<file path="src/rtl/core/gnqp_pkg.sv">
package gnqp_pkg;

  localparam int MAX_QUEENS_DEF = 64;
  localparam int BOARD_SIZE_RST = 8;

  localparam int CFG_W   = 7;
  localparam int FIELD_W = 6;
  localparam int PAIRS_W = 11;

endpackage

</file>
<file path="src/rtl/core/gnqp_ram.sv">
module gnqp_ram #(
  parameter int WIDTH = 8,
  parameter int DEPTH = 64
) (
  input  logic                     clk,
  input  logic                     we,
  input  logic [$clog2(DEPTH)-1:0] waddr,
  input  logic [WIDTH-1:0]         wdata,
  input  logic [$clog2(DEPTH)-1:0] raddr,
  output logic [WIDTH-1:0]         rdata
);

  logic [WIDTH-1:0] mem [DEPTH];

  always_ff @(posedge clk) begin
    if (we) begin
      mem[waddr] <= wdata;
    end
    rdata <= mem[raddr];
  end

endmodule

</file>
<file path="src/rtl/core/greedy_n_queens_placer_core.sv">
// Sequence: clear every count-table entry, place row 0 at the clamped first column, then for each later
// row scan n columns (count-table reads through a shared add/compare unit) and update the tables.
// A new start is taken only after the last row is reported; busy stays high meanwhile.
// Each result word is strobed on out_valid for one cycle; the receiver cannot stall.
// Reset (synchronous, rst_n low): idle, board_size = 8; the count tables clear on every start.
module greedy_n_queens_placer_core #(
  parameter int MAX_QUEENS = gnqp_pkg::MAX_QUEENS_DEF
) (
  input  logic                         clk,
  input  logic                         rst_n,
  input  logic                         start,
  output logic                         busy,
  input  logic [gnqp_pkg::FIELD_W-1:0] in_first_column,
  output logic                         out_valid,
  output logic [gnqp_pkg::FIELD_W-1:0] out_row_index,
  output logic [gnqp_pkg::FIELD_W-1:0] out_queen_column,
  output logic [gnqp_pkg::PAIRS_W-1:0] out_attack_pairs,
  output logic                         out_last_row,
  input  logic                         cfg_valid,
  output logic                         cfg_ready,
  input  logic [gnqp_pkg::CFG_W-1:0]   cfg_board_size
);

  localparam int AW  = $clog2(MAX_QUEENS);
  localparam int AW2 = $clog2(2 * MAX_QUEENS);
  localparam int NW  = $clog2(MAX_QUEENS + 1);
  localparam int CW  = $clog2(MAX_QUEENS);
  localparam int SW  = CW + 2;
  localparam int FW  = gnqp_pkg::FIELD_W;
  localparam int PW  = gnqp_pkg::PAIRS_W;
  localparam int GW  = gnqp_pkg::CFG_W;

  typedef enum logic [2:0] {ST_IDLE, ST_CLEAR, ST_FIRST, ST_SCAN, ST_UPDATE} state_t;

  state_t        state_r, state_nxt;
  logic [GW-1:0] cfg_size_r, cfg_size_nxt;
  logic [NW-1:0] n_r, n_nxt;
  logic [AW-1:0] start_col_r, start_col_nxt;
  logic [AW2-1:0] clr_addr_r, clr_addr_nxt;
  logic [AW-1:0] row_r, row_nxt;
  logic          iss_on_r, iss_on_nxt;
  logic [AW-1:0] iss_col_r, iss_col_nxt;
  logic          p_v_r, p_v_nxt;
  logic [AW-1:0] p_col_r, p_col_nxt;
  logic [SW-1:0] best_hits_r, best_hits_nxt;
  logic [AW-1:0] best_col_r, best_col_nxt;
  logic [CW-1:0] best_c_r, best_c_nxt;
  logic [CW-1:0] best_d1_r, best_d1_nxt;
  logic [CW-1:0] best_d2_r, best_d2_nxt;
  logic [PW-1:0] pairs_r, pairs_nxt;
  logic          out_valid_r, out_valid_nxt;
  logic [FW-1:0] out_row_r, out_row_nxt;
  logic [FW-1:0] out_col_r, out_col_nxt;
  logic [PW-1:0] out_pairs_r, out_pairs_nxt;
  logic          out_last_r, out_last_nxt;

  logic [NW-1:0] size_eff;
  logic [NW-1:0] size_m1;
  logic [AW-1:0] start_clamp;
  logic [SW-1:0] hits;
  logic [PW-1:0] pairs_sum;

  logic           we;
  logic [AW-1:0]  c_waddr;
  logic [AW2-1:0] d1_waddr, d2_waddr;
  logic [CW-1:0]  c_wdata, d1_wdata, d2_wdata;
  logic [AW-1:0]  c_raddr;
  logic [AW2-1:0] d1_raddr, d2_raddr;
  logic [CW-1:0]  c_rdata, d1_rdata, d2_rdata;

  gnqp_ram #(.WIDTH(CW), .DEPTH(MAX_QUEENS)) u_col_ram (
    .clk(clk), .we(we), .waddr(c_waddr), .wdata(c_wdata),
    .raddr(c_raddr), .rdata(c_rdata)
  );

  gnqp_ram #(.WIDTH(CW), .DEPTH(2 * MAX_QUEENS)) u_diag_ram (
    .clk(clk), .we(we), .waddr(d1_waddr), .wdata(d1_wdata),
    .raddr(d1_raddr), .rdata(d1_rdata)
  );

  gnqp_ram #(.WIDTH(CW), .DEPTH(2 * MAX_QUEENS)) u_anti_ram (
    .clk(clk), .we(we), .waddr(d2_waddr), .wdata(d2_wdata),
    .raddr(d2_raddr), .rdata(d2_rdata)
  );

  always_comb begin
    if (cfg_size_r == '0) begin
      size_eff = NW'(1);
    end else if (cfg_size_r > GW'(MAX_QUEENS)) begin
      size_eff = NW'(MAX_QUEENS);
    end else begin
      size_eff = NW'(cfg_size_r);
    end
    size_m1 = size_eff - NW'(1);
    if (GW'(in_first_column) > GW'(size_m1)) begin
      start_clamp = AW'(size_m1);
    end else begin
      start_clamp = AW'(in_first_column);
    end
  end

  assign c_raddr  = iss_col_r;
  assign d1_raddr = AW2'(iss_col_r) + AW2'(MAX_QUEENS - 1) - AW2'(row_r);
  assign d2_raddr = AW2'(iss_col_r) + AW2'(row_r);

  assign hits      = SW'(c_rdata) + SW'(d1_rdata) + SW'(d2_rdata);
  assign pairs_sum = pairs_r + PW'(best_hits_r);

  always_comb begin
    we       = 1'b0;
    c_waddr  = best_col_r;
    d1_waddr = AW2'(best_col_r) + AW2'(MAX_QUEENS - 1) - AW2'(row_r);
    d2_waddr = AW2'(best_col_r) + AW2'(row_r);
    c_wdata  = best_c_r + CW'(1);
    d1_wdata = best_d1_r + CW'(1);
    d2_wdata = best_d2_r + CW'(1);
    case (state_r)
      ST_CLEAR: begin
        we       = 1'b1;
        c_waddr  = clr_addr_r[AW-1:0];
        d1_waddr = clr_addr_r;
        d2_waddr = clr_addr_r;
        c_wdata  = '0;
        d1_wdata = '0;
        d2_wdata = '0;
      end
      ST_FIRST: begin
        we       = 1'b1;
        c_waddr  = start_col_r;
        d1_waddr = AW2'(start_col_r) + AW2'(MAX_QUEENS - 1);
        d2_waddr = AW2'(start_col_r);
        c_wdata  = CW'(1);
        d1_wdata = CW'(1);
        d2_wdata = CW'(1);
      end
      ST_UPDATE: begin
        we = 1'b1;
      end
      default: begin
        we = 1'b0;
      end
    endcase
  end

  always_comb begin
    state_nxt     = state_r;
    cfg_size_nxt  = cfg_size_r;
    n_nxt         = n_r;
    start_col_nxt = start_col_r;
    clr_addr_nxt  = clr_addr_r;
    row_nxt       = row_r;
    iss_on_nxt    = 1'b0;
    iss_col_nxt   = iss_col_r;
    p_v_nxt       = 1'b0;
    p_col_nxt     = p_col_r;
    best_hits_nxt = best_hits_r;
    best_col_nxt  = best_col_r;
    best_c_nxt    = best_c_r;
    best_d1_nxt   = best_d1_r;
    best_d2_nxt   = best_d2_r;
    pairs_nxt     = pairs_r;
    out_valid_nxt = 1'b0;
    out_row_nxt   = out_row_r;
    out_col_nxt   = out_col_r;
    out_pairs_nxt = out_pairs_r;
    out_last_nxt  = out_last_r;

    if (cfg_valid) begin
      cfg_size_nxt = cfg_board_size;
    end

    case (state_r)
      ST_IDLE: begin
        if (start) begin
          n_nxt         = size_eff;
          start_col_nxt = start_clamp;
          clr_addr_nxt  = '0;
          state_nxt     = ST_CLEAR;
        end
      end
      ST_CLEAR: begin
        clr_addr_nxt = clr_addr_r + AW2'(1);
        if (clr_addr_r == AW2'(2 * MAX_QUEENS - 1)) begin
          state_nxt = ST_FIRST;
        end
      end
      ST_FIRST: begin
        pairs_nxt     = '0;
        out_valid_nxt = 1'b1;
        out_row_nxt   = '0;
        out_col_nxt   = FW'(start_col_r);
        out_pairs_nxt = '0;
        out_last_nxt  = (n_r == NW'(1));
        if (n_r == NW'(1)) begin
          state_nxt = ST_IDLE;
        end else begin
          row_nxt       = AW'(1);
          iss_on_nxt    = 1'b1;
          iss_col_nxt   = '0;
          best_hits_nxt = '1;
          state_nxt     = ST_SCAN;
        end
      end
      ST_SCAN: begin
        if (iss_on_r) begin
          p_v_nxt   = 1'b1;
          p_col_nxt = iss_col_r;
          if (NW'(iss_col_r) != n_r - NW'(1)) begin
            iss_on_nxt  = 1'b1;
            iss_col_nxt = iss_col_r + AW'(1);
          end
        end
        if (p_v_r) begin
          if (hits < best_hits_r) begin
            best_hits_nxt = hits;
            best_col_nxt  = p_col_r;
            best_c_nxt    = c_rdata;
            best_d1_nxt   = d1_rdata;
            best_d2_nxt   = d2_rdata;
          end
          if (NW'(p_col_r) == n_r - NW'(1)) begin
            state_nxt = ST_UPDATE;
          end
        end
      end
      ST_UPDATE: begin
        pairs_nxt     = pairs_sum;
        out_valid_nxt = 1'b1;
        out_row_nxt   = FW'(row_r);
        out_col_nxt   = FW'(best_col_r);
        out_pairs_nxt = pairs_sum;
        out_last_nxt  = (NW'(row_r) == n_r - NW'(1));
        if (NW'(row_r) == n_r - NW'(1)) begin
          state_nxt = ST_IDLE;
        end else begin
          row_nxt       = row_r + AW'(1);
          iss_on_nxt    = 1'b1;
          iss_col_nxt   = '0;
          best_hits_nxt = '1;
          state_nxt     = ST_SCAN;
        end
      end
      default: begin
        state_nxt = ST_IDLE;
      end
    endcase
  end

  always_ff @(posedge clk) begin
    if (!rst_n) begin
      state_r     <= ST_IDLE;
      cfg_size_r  <= GW'(gnqp_pkg::BOARD_SIZE_RST);
      iss_on_r    <= 1'b0;
      p_v_r       <= 1'b0;
      out_valid_r <= 1'b0;
    end else begin
      state_r     <= state_nxt;
      cfg_size_r  <= cfg_size_nxt;
      iss_on_r    <= iss_on_nxt;
      p_v_r       <= p_v_nxt;
      out_valid_r <= out_valid_nxt;
    end
    n_r         <= n_nxt;
    start_col_r <= start_col_nxt;
    clr_addr_r  <= clr_addr_nxt;
    row_r       <= row_nxt;
    iss_col_r   <= iss_col_nxt;
    p_col_r     <= p_col_nxt;
    best_hits_r <= best_hits_nxt;
    best_col_r  <= best_col_nxt;
    best_c_r    <= best_c_nxt;
    best_d1_r   <= best_d1_nxt;
    best_d2_r   <= best_d2_nxt;
    pairs_r     <= pairs_nxt;
    out_row_r   <= out_row_nxt;
    out_col_r   <= out_col_nxt;
    out_pairs_r <= out_pairs_nxt;
    out_last_r  <= out_last_nxt;
  end

  assign busy             = (state_r != ST_IDLE);
  assign cfg_ready        = 1'b1;
  assign out_valid        = out_valid_r;
  assign out_row_index    = out_row_r;
  assign out_queen_column = out_col_r;
  assign out_attack_pairs = out_pairs_r;
  assign out_last_row     = out_last_r;

  a_start_busy: assert property (@(posedge clk) disable iff (!rst_n)
    start && !busy |=> busy)
    else $error("accepted word did not raise busy");

  a_row0_pairs: assert property (@(posedge clk) disable iff (!rst_n)
    out_valid && out_row_index == '0 |-> out_attack_pairs == '0)
    else $error("row zero reported nonzero pairs");

  a_pipe_scan: assert property (@(posedge clk) disable iff (!rst_n)
    p_v_r |-> state_r == ST_SCAN)
    else $error("compare stage valid outside scan");

  a_iss_range: assert property (@(posedge clk) disable iff (!rst_n)
    iss_on_r |-> NW'(iss_col_r) < n_r)
    else $error("column issue beyond board");

endmodule
</file>
<file path="config.mk">
export PLATFORM = sky130hd
export DESIGN_NAME = greedy_n_queens_placer_core
export DESIGN_NICKNAME = d
export VERILOG_FILES = /design/src/rtl/core/gnqp_pkg.sv /design/src/rtl/core/gnqp_ram.sv /design/src/rtl/core/greedy_n_queens_placer_core.sv
export SDC_FILE = /design/constraint.sdc
export NUM_CORES = 2
export LEC_CHECK = 0
export BUFFER_PORTS_ARGS = -buffer_cell sky130_fd_sc_hd__buf_2
export CAP_MARGIN = 10
export CORE_MARGIN = 2
export CORE_UTILIZATION = 63
export DETAILED_ROUTE_END_ITERATION = 10
export PLACE_DENSITY = 0.82
export SYNTH_ARGS = -nofsm -noshare
export SYNTH_HDL_FRONTEND = slang
export SYNTH_SLANG_ARGS = --single-unit
</file>
<file path="constraint.sdc">
create_clock -name clk -period 9.2 [get_ports clk]
set_input_delay 0 -clock clk [delete_from_list [all_inputs] [get_ports clk]]
set_output_delay 0 -clock clk [all_outputs]
set_load 0.02 [all_outputs]
</file>
==> flow_summary.toml <==
[synthesis]
ys_seq_area_share_pct = 73.68
synthArstFlopShare_pct = 0
syn-num-nets = 4358
ys_types = 71
synth_ff_type = "edfxtp_1"
yosysWarnings = 0
ys_seq_elements = 2045
netlist_instances = 4269
syn_area_sq_um = 82930
syn_avg_cell_area_sq_um = 19.43
synth_edf_count = 2014

[routing]
ant_nets = 0
wl_per_cell_um = 31.75
vias_per_cell = 6.975
drc = 0
drtPass1Iterations = 7
initialDrtViolationCount = 6752
num_vias = 43960
routed_wirelength_mm = 200.1

[place]
dpl.hpwl_mm = 114.4
dp_slack_ns = 4.216
io_buffers = 42
gp_congestion = 0.9090
place_inst = 5915

[setup_path]
critPathMaxFanout = 40
r2r_setup_slack_ns = 3.97
cp.required_ns = 9.86
r2r-start = "row_r[0]"
r2r_cells = 11
arrival_ns = 5.89
r2r-end = "u_diag_ram.rdata[4]"
startpoint_type = "flop"
endpoint_kind = "flop"
worstSetupPathType = "reg2reg"

[pwr]
power_frac_seq_pct = 55.5
power_frac_clock_pct = 41.6
finalPower_mw = 18.65
combPwrFrac_pct = 2.9
p_sw_mw = 3.915
p_int_mw = 14.73
ir_worst_vdd_uv = 267.1
p_leak_nw = 28.86
switching_share_pct = 21.00
powerDensity_nw_per_um2 = 203.3

[layout]
nNetsFinal = 4479
layout-drive-gt1-share_pct = 22.94
layout.cells.non_filler = 6302
multiInputGateArea_sq_um = 20940
nFillCells = 7557
synthToLayoutAreaGrowth_pct = 10.62
seq_area_sq_um = 61100

[global_route]
grtUsageTotal_pct = 29.94
antenna_found_initial = 5
grt_pass1_wl_mm = 294.3
grt-ovfl-total = 0
grt_start_max_net_pins = 124
grt_pass1_vias = 44540

[min_path]
hold_end = "state_r[1]"
hold_path_depth = 3
min_from = "rst_n"
hp-class = "in2reg"

[cts]
htree_levels = 4
clkTransAtPathRegs_ns = 0.06
cts_tree = "built"
clkSinkCount = 2045
numCtsBuffers = 190
clockRootBuffer = "clkbuf_16"
ctsLongestPathBuffers = 3
clk_latency_ns = 0.84

[sta]
finalSetupViolations = 0
final.period_utilization_pct = 56.87
whs_ns = 0.1677
skew_ns = 0.03627
final-hold-violation-count = 0
maxSlewViolCount = 0
grt_setup_unrepaired = "no"
max-slew-margin-rel_pct = 14.14
setup_ws_ns = 3.968
fin_tns_setup_ns = 0
post-route-min-period_ns = 5.232
fmax_ghz = 0.1911
tightest_slew_ns = 1.278

[run]
cap_viol_max_count = 0

[die]
die_area_sq_um = 134600
core_sq_um = 131100
num_io_pins = 44
start_util_pct = 63.24
die_h_um = 366.8
die_x_um = 366.8
rows = 133

[status]
status = "complete, no violations"
## placed cells by master, fill, tap and decap left out, types with 10 or more instances in the layout
cell type      count
nand3_1           47
bufinv_16         11
inv_1             62
nand2_1          219
nor3_1           135
xnor2_1           47
xor2_1            26
dfxtp_1           31
dlygate4sd3_1     35
nand2b_1          18
clkinv_1          33
clkbuf_1          49
a32oi_1           38
nor2_1           293
nor2b_1           22
mux4_2           510
o21a_1            13
buf_2             42
a21o_1            16
a21boi_0          23
clkinv_2          32
buf_4             68
a21oi_1           39
and2_1            10
fa_1              10
edfxtp_1        2014
clkbuf_16        198
nor2_4            14
ha_1              59
o21ai_0           43
mux2i_1           49
o22ai_1           54
nand4_1           13
or3_1             11
mux2_2            96
## final cells by class
cell class / count / share of cell area, %
sequential: 2045 / 66.60
timing repair buffer: 152 / 1.323
antenna: 1 / 0.002728
multi-input combinational: 1939 / 22.82
inverter: 62 / 0.2537
clock inverter: 95 / 0.9138
tap: 1755 / 2.394
clock buffer: 253 / 5.691
## per-layer routing
layer	wire length, um	GRT usage, %	vias up
met1	69540	39.89	22410
li1	-	-	17590
met4	9589	13.56	8
met3	21720	6.252	615
met5	42	0	-
met2	99180	48.40	3334
## what timing repair did
item,CTS,global route
buffers inserted,0,0
hold endpoints to repair,33,0
hold buffers,35,0
gates resized for setup,0,0
## cells in the mapped netlist (5+ instances only)
cell / instances / share of area [%]
a31oi_1: 9 / 0.068
buf_2: 68 / 0.41
or3_1: 12 / 0.091
nand2_1: 219 / 0.99
a21boi_0: 23 / 0.21
fa_1: 12 / 0.29
and3_1: 6 / 0.045
mux2i_1: 49 / 0.59
a21oi_1: 39 / 0.24
a21o_1: 16 / 0.14
and2_1: 10 / 0.075
or2_2: 5 / 0.038
buf_1: 28 / 0.13
nor2_1: 308 / 1.4
mux4_2: 510 / 14
nor3b_1: 5 / 0.045
nand4_1: 13 / 0.098
o22ai_1: 54 / 0.41
xor2_1: 26 / 0.27
xnor2_1: 47 / 0.50
dfxtp_1: 31 / 0.75
edfxtp_1: 2014 / 73
clkbuf_1: 122 / 0.55
and4_1: 9 / 0.095
nor2b_1: 25 / 0.19
nand3b_1: 7 / 0.063
a32oi_1: 38 / 0.40
nand3_1: 47 / 0.28
a22oi_1: 6 / 0.054
o21bai_1: 5 / 0.045
inv_1: 62 / 0.28
ha_1: 60 / 0.91
nand2b_1: 18 / 0.14
mux2_2: 96 / 1.3
o21ai_0: 46 / 0.28
nor3_1: 136 / 0.82
a2111oi_0: 8 / 0.084
o21a_1: 13 / 0.12
## power groups by stage
stage | Combinational (mW) | Clock [mW] | Sequential [mW]
floorplan | 0.289 | 0 | 10.5
global placement | 0.471 | 0 | 10.5
detailed placement | 0.497 | 0 | 10.5
CTS | 0.522 | 7.77 | 10.3
global route | 0.572 | 8.11 | 10.3
finish | 0.545 | 7.76 | 10.3
## registers in the layout (all words and copies together) (netlist names), 7 cells and up
name / flops
best_hits_r: 8
cfg_size_r: 7
clr_addr_r: 7
n_r: 7
out_attack_pairs: 11
u_anti_ram.mem: 768
u_col_ram.mem: 384
u_diag_ram.mem: 768
## cell families (layout without fill, tap and decap cells)
logic type / Yosys count / in the layout / share of synthesized area [%]
xor gates and xnor gates: 77 / 77 / 0.8721
muxes: 655 / 655 / 15.75
other: 1 / 2 / 0.004522
DFF: 2045 / 2045 / 73.68
adders and majority gates: 72 / 72 / 1.195
AOI/OAI and AO/OA: 297 / 297 / 2.556
and+or+nand+nor: 837 / 837 / 4.531
buffers and inverters: 285 / 562 / 1.420
## critical path: stages, from the launching register on
cell and delay, ns:
edfxtp_1 0.52, inv_1 0.18, ha_4 0.15, inv_1 0.05
fa_4 1.10, buf_4 0.59, buf_4 0.60, mux4_2 0.39
mux2i_1 0.28, a32oi_1 0.12, a21boi_0 0.87, a2111oi_0 0.15
## through the flow
step                cell area, sq um  utilization (%)
floorplan                      82930                -
global placement               85260            65.02
detailed placement             85260            65.02
CTS                            91670            69.91
global route                   91740            69.96
finish                         91740            69.96
## how the worst max path moves through the flow
stage,from,end,slack [ns],cells after the start
6_report,row_r[0],u_diag_ram.rdata[4],3.97,11
5_1_grt,row_r[0],u_diag_ram.rdata[4],3.89,11
4_1_cts,c_raddr[1],u_diag_ram.rdata[2],4.08,10
3_5_place_dp,row_r[0],u_diag_ram.rdata[4],4.22,11
3_3_place_gp,row_r[0],u_diag_ram.rdata[4],4.32,11
2_1_floorplan,state_r[2],u_anti_ram.mem[0][0],2.26,3
No activity file was read; power rests on OpenSTA's default activity.
